<file path="src/design/sfr_pkg.sv">
// Package for the stream find-and-replace block: item types, configuration and helpers.
package sfr_pkg;

   localparam int MAX_PATTERN     = 8;
   localparam int MAX_REPLACEMENT = 8;
   localparam logic [7:0] NEWLINE_BYTE = 8'd10;

   localparam logic [2:0] CSR_PATTERN_BYTES      = 3'd0;
   localparam logic [2:0] CSR_PATTERN_LENGTH     = 3'd1;
   localparam logic [2:0] CSR_REPLACEMENT_BYTES  = 3'd2;
   localparam logic [2:0] CSR_REPLACEMENT_LENGTH = 3'd3;
   localparam logic [2:0] CSR_IGNORE_CASE        = 3'd4;
   localparam logic [2:0] CSR_TARGET_LINE        = 3'd5;

   typedef struct packed {
      logic [7:0] data_byte;
      logic       end_of_stream;
   } req_item_type;

   typedef struct packed {
      logic [7:0] out_byte;
      logic       run_last;
   } rsp_item_type;

   typedef struct packed {
      logic [7:0] data_byte;
      logic       end_of_stream;
      logic       newline;
   } cls_item_type;

   typedef struct packed {
      logic [63:0] pattern_bytes;
      logic [3:0]  pattern_length;
      logic [63:0] replacement_bytes;
      logic [3:0]  replacement_length;
      logic        ignore_case;
      logic [31:0] target_line;
   } cfg_type;

   function automatic logic [7:0] fold_case(input logic [7:0] b, input logic ic);
      logic [7:0] r;
      r = b;
      if (ic && (b >= 8'h41) && (b <= 8'h5A)) begin
         r = b + 8'd32;
      end
      return r;
   endfunction

endpackage

</file>
<file path="src/design/stream_find_replace.sv">
// Top level of the streaming find-and-replace block.
// Sequence: the back part takes an item from the request queue while idle, then passes,
// scans or flushes the held bytes, detects a match and replaces it, ends the scan, ends a
// flush and closes the item.
// Throughput is one item at a time, set by the back part's match sequencer; a full result
// queue stalls it. Synchronous active-high reset empties both queues, clears the held partial
// match and sets the line counter to one; configuration returns to defaults.
module stream_find_replace import sfr_pkg::*; #(
   parameter int REQ_DEPTH = 2,
   parameter int RSP_DEPTH = 2
) (
   input  logic         clock,
   input  logic         reset,
   input  logic         push,
   output logic         full,
   input  req_item_type req_item,
   output logic         empty,
   input  logic         pop,
   output rsp_item_type rsp_item,
   input  logic         csr_valid,
   output logic         csr_ready,
   input  logic [2:0]   csr_index,
   input  logic [63:0]  csr_wdata
);
   cfg_type      cfg_ff;
   logic         q_pop, q_empty;
   cls_item_type q_item;

   // Configuration is always ready; it is only to be written while no item is in flight.
   assign csr_ready = 1'b1;

   always_ff @(posedge clock) begin
      if (reset) begin
         cfg_ff.pattern_bytes      <= '0;
         cfg_ff.pattern_length     <= 4'd1;
         cfg_ff.replacement_bytes  <= '0;
         cfg_ff.replacement_length <= '0;
         cfg_ff.ignore_case        <= 1'b0;
         cfg_ff.target_line        <= '0;
      end else if (csr_valid && csr_ready) begin
         case (csr_index)
            CSR_PATTERN_BYTES:      cfg_ff.pattern_bytes      <= csr_wdata;
            CSR_PATTERN_LENGTH:     cfg_ff.pattern_length     <= csr_wdata[3:0];
            CSR_REPLACEMENT_BYTES:  cfg_ff.replacement_bytes  <= csr_wdata;
            CSR_REPLACEMENT_LENGTH: cfg_ff.replacement_length <= csr_wdata[3:0];
            CSR_IGNORE_CASE:        cfg_ff.ignore_case        <= csr_wdata[0];
            CSR_TARGET_LINE:        cfg_ff.target_line        <= csr_wdata[31:0];
            default: begin
            end
         endcase
      end
   end

   // The front part classifies and queues items; the back part rewrites them.
   sfr_front #(.DEPTH(REQ_DEPTH)) u_front (
      .clock    (clock),
      .reset    (reset),
      .req_push (push),
      .req_full (full),
      .req_item (req_item),
      .q_pop    (q_pop),
      .q_empty  (q_empty),
      .q_item   (q_item)
   );

   sfr_back #(.DEPTH(RSP_DEPTH)) u_back (
      .clock     (clock),
      .reset     (reset),
      .cfg       (cfg_ff),
      .q_empty   (q_empty),
      .q_item    (q_item),
      .q_pop     (q_pop),
      .rsp_pop   (pop),
      .rsp_empty (empty),
      .rsp_item  (rsp_item)
   );
endmodule

</file>
<file path="src/design/sfr_fifo.sv">
// Small register queue used between the parts of the block.
module sfr_fifo #(
   parameter int WIDTH = 8,
   parameter int DEPTH = 2
) (
   input  logic             clock,
   input  logic             reset,
   input  logic             push,
   input  logic [WIDTH-1:0] wdata,
   output logic             full,
   input  logic             pop,
   output logic [WIDTH-1:0] rdata,
   output logic             empty
);
   localparam int PW = (DEPTH > 1) ? $clog2(DEPTH) : 1;
   localparam int CW = $clog2(DEPTH + 1);

   logic [WIDTH-1:0] mem_ff [DEPTH];
   logic [PW-1:0]    wptr_ff, rptr_ff;
   logic [CW-1:0]    count_ff;
   logic             do_push, do_pop;

   assign full    = (count_ff == CW'(DEPTH));
   assign empty   = (count_ff == '0);
   assign do_push = push && !full;
   assign do_pop  = pop && !empty;
   assign rdata   = mem_ff[rptr_ff];

   always_ff @(posedge clock) begin
      if (reset) begin
         wptr_ff  <= '0;
         rptr_ff  <= '0;
         count_ff <= '0;
      end else begin
         if (do_push) begin
            wptr_ff <= (wptr_ff == PW'(DEPTH - 1)) ? '0 : wptr_ff + 1'b1;
         end
         if (do_pop) begin
            rptr_ff <= (rptr_ff == PW'(DEPTH - 1)) ? '0 : rptr_ff + 1'b1;
         end
         count_ff <= count_ff + CW'(do_push) - CW'(do_pop);
      end
   end

   always_ff @(posedge clock) begin
      if (do_push) begin
         mem_ff[wptr_ff] <= wdata;
      end
   end
endmodule

</file>
<file path="src/design/sfr_front.sv">
// Front part: accepts items, marks newlines and queues them for the back part.
module sfr_front import sfr_pkg::*; #(
   parameter int DEPTH = 2
) (
   input  logic         clock,
   input  logic         reset,
   input  logic         req_push,
   output logic         req_full,
   input  req_item_type req_item,
   input  logic         q_pop,
   output logic         q_empty,
   output cls_item_type q_item
);
   cls_item_type cls;

   always_comb begin
      cls.data_byte     = req_item.data_byte;
      cls.end_of_stream = req_item.end_of_stream;
      cls.newline       = (req_item.data_byte == NEWLINE_BYTE);
   end

   sfr_fifo #(.WIDTH($bits(cls_item_type)), .DEPTH(DEPTH)) u_queue (
      .clock (clock),
      .reset (reset),
      .push  (req_push),
      .wdata (cls),
      .full  (req_full),
      .pop   (q_pop),
      .rdata (q_item),
      .empty (q_empty)
   );
endmodule

</file>
<file path="src/design/sfr_back.sv">
// Back part: match sequencer, replacement and flush, feeding the result queue.
module sfr_back import sfr_pkg::*; #(
   parameter int DEPTH = 2
) (
   input  logic         clock,
   input  logic         reset,
   input  cfg_type      cfg,
   input  logic         q_empty,
   input  cls_item_type q_item,
   output logic         q_pop,
   input  logic         rsp_pop,
   output logic         rsp_empty,
   output rsp_item_type rsp_item
);
   localparam logic [2:0] ST_IDLE  = 3'd0;
   localparam logic [2:0] ST_SCAN  = 3'd1;
   localparam logic [2:0] ST_REPL  = 3'd2;
   localparam logic [2:0] ST_FLUSH = 3'd3;
   localparam logic [2:0] ST_FIN   = 3'd4;

   logic [2:0]  state_ff;
   logic [7:0]  buf_ff [8];
   logic [3:0]  rem_ff, pcnt_ff, n_ff;
   logic [2:0]  cnt_ff;
   logic        pass_ff, flush_ff;
   logic [31:0] line_ff;
   logic [7:0]  held_ff;
   logic        held_v_ff;

   logic [3:0]  plen, rlen, span;
   logic [7:0]  fpat [8];
   logic        prefix_k, full_m, part_m, active;
   logic        emit_req, do_emit, stall, shift, out_full, out_push;
   logic [7:0]  emit_byte;
   rsp_item_type out_item;

   always_comb begin
      plen = cfg.pattern_length;
      if (plen == 4'd0) begin
         plen = 4'd1;
      end else if (plen > 4'(MAX_PATTERN)) begin
         plen = 4'(MAX_PATTERN);
      end
      rlen = (cfg.replacement_length > 4'(MAX_REPLACEMENT)) ?
             4'(MAX_REPLACEMENT) : cfg.replacement_length;
      span = (rlen > plen) ? rlen : plen;
      active = (cfg.target_line == 32'd0) || (line_ff == cfg.target_line);
      prefix_k = 1'b1;
      full_m   = 1'b1;
      part_m   = 1'b1;
      for (int i = 0; i < 8; i++) begin
         fpat[i] = fold_case(cfg.pattern_bytes[i*8 +: 8], cfg.ignore_case);
         if ((4'(i) < pcnt_ff) && (fold_case(buf_ff[i], cfg.ignore_case) != fpat[i])) begin
            prefix_k = 1'b0;
         end
         if (fold_case(buf_ff[i], cfg.ignore_case) != fpat[i]) begin
            if (4'(i) < plen) full_m = 1'b0;
            if (4'(i) < rem_ff) part_m = 1'b0;
         end
      end
   end

   // Emission request and the byte it carries, per state.
   always_comb begin
      emit_req  = 1'b0;
      emit_byte = buf_ff[0];
      shift     = 1'b0;
      case (state_ff)
         ST_SCAN: begin
            if (pass_ff) begin
               emit_req = (rem_ff != 4'd0);
            end else if (!((rem_ff >= plen) && full_m) && !((rem_ff < plen) && part_m)) begin
               emit_req = 1'b1;
            end
            shift = emit_req;
         end
         ST_REPL: begin
            emit_req  = ({1'b0, cnt_ff} < rlen);
            emit_byte = cfg.replacement_bytes[{cnt_ff, 3'b000} +: 8];
            shift     = ({1'b0, cnt_ff} < plen);
         end
         ST_FLUSH: begin
            emit_req = (rem_ff != 4'd0);
            shift    = emit_req;
         end
         default: begin
         end
      endcase
      do_emit  = emit_req && (n_ff < 4'd8);
      stall    = do_emit && held_v_ff && out_full;
      out_push = (do_emit && held_v_ff && !stall) ||
                 ((state_ff == ST_FIN) && held_v_ff && !out_full);
      out_item.out_byte = held_ff;
      out_item.run_last = (state_ff == ST_FIN);
      q_pop = (state_ff == ST_IDLE) && !q_empty;
   end

   always_ff @(posedge clock) begin
      if (reset) begin
         state_ff  <= ST_IDLE;
         pcnt_ff   <= '0;
         rem_ff    <= '0;
         n_ff      <= '0;
         cnt_ff    <= '0;
         pass_ff   <= 1'b0;
         flush_ff  <= 1'b0;
         line_ff   <= 32'd1;
         held_v_ff <= 1'b0;
      end else if (!stall) begin
         if (do_emit) begin
            held_v_ff <= 1'b1;
            n_ff      <= n_ff + 4'd1;
         end
         if (shift) begin
            rem_ff <= rem_ff - 4'd1;
         end
         case (state_ff)
            ST_IDLE: begin
               if (!q_empty) begin
                  rem_ff   <= pcnt_ff + 4'd1;
                  pass_ff  <= !active || (pcnt_ff >= plen) || !prefix_k;
                  flush_ff <= q_item.newline || q_item.end_of_stream;
                  n_ff     <= '0;
                  state_ff <= ST_SCAN;
                  if (q_item.end_of_stream) begin
                     line_ff <= 32'd1;
                  end else if (q_item.newline && (line_ff != '1)) begin
                     line_ff <= line_ff + 32'd1;
                  end
               end
            end
            ST_SCAN: begin
               if (pass_ff) begin
                  if (rem_ff == 4'd0) begin
                     pcnt_ff  <= '0;
                     state_ff <= ST_FIN;
                  end
               end else if ((rem_ff >= plen) && full_m) begin
                  cnt_ff   <= '0;
                  state_ff <= ST_REPL;
               end else if ((rem_ff < plen) && part_m) begin
                  pcnt_ff  <= rem_ff;
                  state_ff <= flush_ff ? ST_FLUSH : ST_FIN;
               end
            end
            ST_REPL: begin
               cnt_ff <= cnt_ff + 3'd1;
               if ({1'b0, cnt_ff} + 4'd1 >= span) begin
                  state_ff <= ST_SCAN;
               end
            end
            ST_FLUSH: begin
               if (rem_ff == 4'd0) begin
                  pcnt_ff  <= '0;
                  state_ff <= ST_FIN;
               end
            end
            ST_FIN: begin
               if (!held_v_ff || !out_full) begin
                  held_v_ff <= 1'b0;
                  state_ff  <= ST_IDLE;
               end
            end
            default: state_ff <= ST_IDLE;
         endcase
      end
   end

   always_ff @(posedge clock) begin
      if (!stall) begin
         if (do_emit) begin
            held_ff <= emit_byte;
         end
         if ((state_ff == ST_IDLE) && !q_empty) begin
            buf_ff[pcnt_ff[2:0]] <= q_item.data_byte;
         end else if (shift) begin
            for (int i = 0; i < 7; i++) begin
               buf_ff[i] <= buf_ff[i+1];
            end
         end
      end
   end

   sfr_fifo #(.WIDTH($bits(rsp_item_type)), .DEPTH(DEPTH)) u_rsp_queue (
      .clock (clock),
      .reset (reset),
      .push  (out_push),
      .wdata (out_item),
      .full  (out_full),
      .pop   (rsp_pop),
      .rdata (rsp_item),
      .empty (rsp_empty)
   );

`ifndef SYNTHESIS
   assert property (@(posedge clock) disable iff (reset)
      (state_ff == ST_IDLE) |-> !held_v_ff)
      else $error("held result survives the end of an item");
   assert property (@(posedge clock) disable iff (reset)
      (rem_ff <= 4'd8) && (pcnt_ff <= 4'd7))
      else $error("buffer fill out of range");
   assert property (@(posedge clock) disable iff (reset)
      n_ff <= 4'd8)
      else $error("more than eight results for one item");
   assert property (@(posedge clock) disable iff (reset)
      q_pop |=> (state_ff == ST_SCAN))
      else $error("item taken without starting a scan");
`endif
endmodule

</file>
<file path="config.mk">
export PLATFORM = sky130hd
export DESIGN_NAME = stream_find_replace
export DESIGN_NICKNAME = d
export VERILOG_FILES = /design/src/design/sfr_pkg.sv /design/src/design/stream_find_replace.sv /design/src/design/sfr_fifo.sv /design/src/design/sfr_front.sv /design/src/design/sfr_back.sv
export SDC_FILE = /design/constraint.sdc
export NUM_CORES = 1
export LEC_CHECK = 0
export ABC_AREA = 1
export BUFFER_PORTS_ARGS = -buffer_cell sky130_fd_sc_hd__buf_4
export CAP_MARGIN = 5
export CORE_ASPECT_RATIO = 0.75
export CORE_UTILIZATION = 40
export DETAILED_ROUTE_END_ITERATION = 10
export PLACE_DENSITY = 0.6
export SLEW_MARGIN = 20
export SYNTH_ARGS = -nofsm -noshare
export SYNTH_HDL_FRONTEND = slang
export SYNTH_SLANG_ARGS = --single-unit
</file>
<file path="constraint.sdc">
create_clock -name clock -period 3.9 [get_ports clock]
set_input_delay 0.585 -clock clock [delete_from_list [all_inputs] [get_ports clock]]
set_output_delay 0.585 -clock clock [all_outputs]
set_load 0.005 [all_outputs]
</file>
## After elaboration in Yosys (flattened, before gate mapping)

Memory sizes are Yosys's and may differ from the RTL's. A register that Yosys moved wholly into a read port is not among the register bits.
Cells that the tools add are included.

| operators by class | value |
|---|---|
| add/sub/neg operators | 30 |
| order comparisons | 66 |
| equality and inequality tests | 30 |
| shift operators | 1 |
| mux-type cells | 115 |
| bitwise operators | 2 |
| reductions and logical operators | 95 |

Operators with widths:

| cell | count |
|---|---|
| 8-bit two-way mux | 18 |
| 8-bit by 6-bit adder with 8-bit output (second input constant) | 16 |
| 8-bit by 7-bit >= comparator with 1-bit output (second input constant) | 16 |
| 8-bit by 7-bit <= comparator with 1-bit output (second input constant) | 16 |
| 1-bit two-way mux | 65 |
| 32-bit two-way mux | 2 |
| 8-bit != test | 8 |
| 64-bit by 7-bit variable part select with 8-bit output | 1 |
| 4-bit two-way mux | 14 |
| 1-bit logical AND | 55 |
| 3-bit by 4-bit < comparator with 1-bit output (first input constant) | 12 |
| 3-bit two-way mux | 11 |
| 32-bit by 1-bit adder with 32-bit output (second input constant) | 1 |
| 32-bit == test | 1 |
| 32-bit zero test | 1 |
| 32-bit != test (second input constant) | 1 |
| 1-bit by 4-bit < comparator with 1-bit output (first input constant) | 6 |
| 2-bit by 4-bit < comparator with 1-bit output (first input constant) | 6 |
| 3-bit case mux with 5 select lines | 1 |
| 2-bit AND reduction | 7 |
| 3-bit by 2-bit == test with 1-bit output (second input constant) | 4 |
| 4-bit >= comparator | 3 |
| 4-bit AND reduction | 3 |
| 1-bit zero test | 10 |
| other kinds (34) | 61 |

| storage, ports and cells | value |
|---|---|
| register bits | 238 |
| memory bits (writable) | 102 |
| bits of input ports | 81 |
| output and inout bits | 12 |
| word-level logic and storage cells | 364 |
| memories | 3 |

Memory list:

| memory | words | bits a word | read ports | clocked after memory_dff | wr ports | line | RTL |
|---|---|---|---|---|---|---|---|
| u_back.buf_ff | 8 | 8 | 8 | 0 | 7 | sfr_back.sv:22 | `logic [7:0] buf_ff [8];` |
| u_front.u_queue.mem_ff | 2 | 10 | 1 | 1 | 1 | sfr_fifo.sv:18 | `logic [WIDTH-1:0] mem_ff [DEPTH];` |
| u_back.u_rsp_queue.mem_ff | 2 | 9 | 1 | 1 | 1 | sfr_fifo.sv:18 |  |

## Longest topological paths before layout

An unclocked memory read counts as a cell.

| depth | value |
|---|---|
| word-level depth | 36 |
| depth in mapped cells | 26 |
| mapped depth without buffers | 25 |

## Modules after synthesis

A second synthesis with hierarchy kept.

| unflattened totals | value |
|---|---|
| cell total of the unflattened synthesis | 2757 |
| area, all modules | 19453.7 sq um |

By module, submodules not included:

| module | times used | cells each | area an instance (sq um) | sequential area each (sq um) |
|---|---|---|---|---|
| sfr_back | 1 | 1612 | 10580.1 | 3223.1 |
| stream_find_replace | 1 | 999 | 6875.3 | 3383.2 |
| sfr_fifo (u_front.u_queue) | 1 | 70 | 1018.5 | 700.7 |
| sfr_fifo (u_back.u_rsp_queue) | 1 | 67 | 943.4 | 640.6 |
| sfr_front | 1 | 9 | 36.3 | 0.0 |

## Worst setup path before layout

No wires, ideal clock.

| timing | value |
|---|---|
| path kind | register -> register |
| start point | reg cfg_ff[104] (netlist name) |
| end point | reg u_back.u_rsp_queue.count_ff[1] |
| library setup time | 0.121 ns |
| data arrival time | 2.857 ns |
| required time | 3.779 ns |
| setup slack | 0.922 ns |
| cell stages (with the launch flop) | 22 |
| buffers on the path | 0 |
| clock period less this slack | 2.978 ns |
| cell sequence | dfxtp_1 inv_1 nand2_1 ha_1 nand2_1 inv_1 a221oi_1 nand2_1 nand3_1 nor2_2 nand2_2 nand3_4 nand3_4 nand2_1 nand2_1 nand2_1 ha_1 inv_1 ha_1 xor2_1 o21ai_0 a21oi_1 |

| between the ends | value |
|---|---|
| longest elaborated chain between the ends | 35 |
| elaborated cells between the ends (all ways) | 47 |
| classes of those cells | 2 x add/sub; 11 x order compare; 21 x mux; 13 x reduce/logical |

Ends and longest elaborated chain:

| element | line | RTL |
|---|---|---|
| from (decl) | stream_find_replace.sv:25 | `cfg_type cfg_ff;` |
| 4-bit > comparator | sfr_back.sv:41 | `end else if (plen > 4'(MAX_PATTERN)) begin` |
| 4-bit two-way mux | sfr_back.sv:41 |  |
| 4-bit two-way mux (*) | sfr_back.sv:39 | `if (plen == 4'd0) begin` |
| 1-bit by 4-bit < comparator with 1-bit output | sfr_back.sv:57 | `if (4'(i) < plen) full_m = 1'b0;` |
| 1-bit two-way mux | sfr_back.sv:57 |  |
| 1-bit two-way mux | sfr_back.sv:56 | `if (fold_case(buf_ff[i], cfg.ignore_case) != fpat[i]) begin` |
| 1-bit two-way mux | sfr_back.sv:57 |  |
| 1-bit two-way mux | sfr_back.sv:56 |  |
| (+19 left out) | n/a |  |
| 1-bit logical AND (*) | sfr_back.sv:90, sfr_back.sv:91 |  |
| 1-bit logical AND | sfr_back.sv:90 | `stall = do_emit && held_v_ff && out_full;` |
| 1-bit zero test | sfr_back.sv:91 | `out_push = (do_emit && held_v_ff && !stall) \|\|` |
| 1-bit logical AND (*) | sfr_back.sv:91 |  |
| 1-bit logical OR (*) | sfr_back.sv:91 |  |
| 1-bit logical AND (*) | sfr_fifo.sv:25 | `assign do_push = push && !full;` |
| 2-bit by 1-bit adder with 2-bit output (*) | sfr_fifo.sv:41 | `count_ff <= count_ff + CW'(do_push) - CW'(do_pop);` |
| 2-bit by 1-bit subtractor with 2-bit output (*) | sfr_fifo.sv:41 |  |
| to (signal assigned) | sfr_fifo.sv:41 |  |
| to (decl) | sfr_fifo.sv:20 | `logic [CW-1:0] count_ff;` |

Every way passes the cells marked *; elsewhere a longest branch is shown, timed or not.
A chain may end at the register's enable or synchronous reset.

==> flow_summary_export.csv <==
group,metric,value,unit
die,start_util,40.7,%
grt,grt_antenna_before_repair,0,
synthesis,syn_inst,2339,
cts,clockBufferDepth,3,
placed_design,dp_hpwl,40600,µm
cts,numCtsBuffers,36,
pwr,power.leakage,8.15,nW
sta,fin_ws,0.333,ns
detailed_routing,route.detailed.drc,0,
detailed_routing,wl_per_cell,18.2,µm
synthesis,synth_common_cells,"nor2_1 (465), nand2_1 (373), o21ai_0 (278)",
finish,insertedDiodeCount,0,
cts,numClockSinks,342,
sta,whs,0.234,ns
finish,fin_util,46.4,%
die,ios,93,
sta,drv_slew,0,
pwr,ir_worst_vdd,0.423,mV
placed_design,portBuffers,91,
placed_design,pre_cts_ws,0.315,ns
grt,grt.total_usage,24.4,%
synthesis,syn_area_per_cell,7.57,µm²
synthesis,yosysWarningCount,0,
sta,layout_min_cycle_time,3.57,ns
synthesis,netlist_area,17700,µm²
placed_design,finalWeightedCongestion,0.958,
synthesis,yosysUniqueCellTypes,56,
detailed_routing,via_count,16200,
synthesis,synth_top_area_share,26.2,%
detailed_routing,initialDrtViolationCount,1610,
setup_path,worstPathMaxFanout,25,
synthesis,synth_area_leader_cell,"dfxtp_1",
setup_path,crit_required,4.15,ns
synthesis,synth_edf_count,110,
synthesis,syn-num-nets,2468,
setup_path,end_kind,"flop",
finish,area_growth_syn_to_layout,14.0,%
synthesis,yosysMostFrequentCell,"nor2_1",
grt,grt_pass1_wl,85600,µm
sta,tns,0,ns
die,chipHeight,184,µm
pwr,power_density,668,nW/µm²
sta,final-setup-viol-count,0,
synthesis,synth_flop_cell,"dfxtp_1",
run_status,status,"finished clean",
sta,worstMarginPinSlew,1.04,ns
cts,clock_latency,0.54,ns
synthesis,synth_area_leaders,"dfxtp_1 (26%), edfxtp_1 (19%), nor2_1 (9.9%)",
finish,final_nets,2537,
grt,grt_max_degree,104,
cts,cts.reportedPaths.clkPinSlew,0.06,ns
cts,ctsHoldBuffers,0,
detailed_routing,antenna_left,0,
grt,grt-ovfl-total,0,
grt,grt_pass1_vias,14900,
synthesis,synth_seq_area_share,44.9,%
hold_path,hp-class,"in2reg",
die,die_area,45100,µm²
finish,final_layout_size_suffix_gt1_share,9.89,%
sta,fin_skew,0.0136,ns
finish,nFillCells,4303,
sta,max_freq,0.280,GHz
die,dieWidth,245,µm
cts,htreeDepth,2,
die,fp.coreArea,43500,µm²
sta,fin_crit_sh,91.5,%
synthesis,ys_async_sr_fraction,0,%
die,num_rows,66,
run,maxCapViolCount,0,
cts,tritoncts,"done",
detailed_routing,dr.pass1.iters,7,
setup_path,critPathLaunchType,"flop",
setup_path,path_class,"reg2reg",
setup_path,critPathArrivalTime,3.82,ns
synthesis,synth-seq-cells,342,
sta,relSlewSlack,30.5,%
cts,clockRootBuffer,"clkbuf_16",
sta,hold_viol_final,0,
detailed_routing,wl,54800,µm
detailed_routing,vias_per_cell,5.38,
sta,grt_setup_unrepaired,"no",
-- where the power goes --
| part | switching [mW] | internal (mW) | total (mW) |
|---|---|---|---|
| clock network | 1.50 | 2.09 | 3.60 |
| registers | 0.638 | 4.68 | 5.32 |
| logic | 3.06 | 1.50 | 4.56 |
-- metal layers --
metal	track usage (%)	vias up	share of wire, %
li1	-	7863	-
met1	37.0	7668	49
met2	35.9	607	41
met3	3.76	68	8.1
met4	5.13	0	1.5
met5	0	-	0
-- final timing paths --
| kind | from | end | slack (ns) | cells past startpoint |
|---|---|---|---|---|
| setup / recovery | cfg_ff[32]$_SDFFE_PP0P_ | u_back.buf_ff[1][2]$_DFFE_PP_ | 0.33 | 18 |
| setup reg to reg | cfg_ff[32]$_SDFFE_PP0P_ | u_back.buf_ff[1][2]$_DFFE_PP_ | 0.33 | 18 |
| hold / removal | req_item[0] | u_front.u_queue.mem_ff[0][1]$_DFFE_PP_ | 0.23 | 1 |
| hold reg to reg | u_back.held_ff[4]$_DFFE_PP_ | u_back.u_rsp_queue.mem_ff[1][5]$_DFFE_PP_ | 0.44 | 0 |
-- cells in the final DEF (no fill, tap or decap), drive strengths merged, types with 2 or more instances in the layout --
cell	instances
nand3b	2
o22ai	15
a31oi	3
o31ai	4
clkinvlp	2
dfxtp	232
mux2	9
nor4b	3
bufinv	3
nand4	38
xnor2	57
nor4	13
o21bai	2
clkinv	10
a21oi	107
or2	4
o221ai	5
o21a	4
nor3	30
o211ai	10
buf	121
edfxtp	110
clkbuf	52
nand3	111
inv	236
ha	48
and3	2
o21ai	328
xor2	16
o41ai	2
nand2	379
nor2	469
-- registers in the layout, summed over array words and instances (netlist names), 3 cells and up, named ones only --
name                       cells
u_back.u_rsp_queue.mem_ff     18
u_front.u_queue.mem_ff        20
u_back.held_ff                 8
u_back.buf_ff                 64
u_back.line_ff                32
u_back.cnt_ff                  3
u_back.pcnt_ff                 4
u_back.n_ff                    4
u_back.state_ff                3
u_back.rem_ff                  4
cfg_ff                       169
-- layout make-up --
cell class,instances,area [µm²],area share [%]
timing repair buffer,121,925,4.58
multi-input combinational,1670,8480,42.0
tap,578,723,3.58
clock inverter,14,159,0.787
sequential,342,7950,39.4
inverter,237,892,4.42
clock buffer,52,1060,5.23
-- through the flow --
step                      power (mW)  instance area [µm²]  cells
final                           13.5                20200   3014
after global routing            14.3                20200   3014
after CTS                       13.4                20200   3014
after detailed placement        9.85                18900   2948
after global placement          9.77                18900   2948
after floorplan                 8.30                17700   2339
-- logic make-up (layout without fill, tap and decap cells) --
kind of cell / Yosys count / in the layout / share of synthesized area, %
buf+inv: 327 / 424 / 7.42
xor+xnor: 73 / 73 / 3.61
simple gates: 1055 / 1055 / 25.4
other cells: 1 / 1 / 0.0212
fa+ha+maj: 48 / 48 / 3.39
mux: 9 / 9 / 0.573
compound gates: 484 / 484 / 14.6
flops: 342 / 342 / 44.9
-- worst max-delay path: stages, from the launching register on --
cell	delay, ns
dfxtp_1	0.32
buf_6	0.22
nand2_1	0.08
nor2_1	0.08
nand3_1	0.18
o21ai_0	0.26
nand2_1	0.08
nand2_1	0.07
nand3_1	0.18
nor2_2	0.21
nand2_1	0.09
o21bai_2	0.15
nand2_2	0.10
nand3_4	0.12
nand3_4	0.10
nand3_4	0.09
nand2_4	0.27
nand2_1	0.46
o21ai_1	0.18
-- timing repair --
item	in CTS	in global routing
buffers inserted	0	0
resized for setup	0	8
setup endpoints to repair	0	10
endpoints found under the hold margin	0	0
Power figures use the tool's default switching activity.
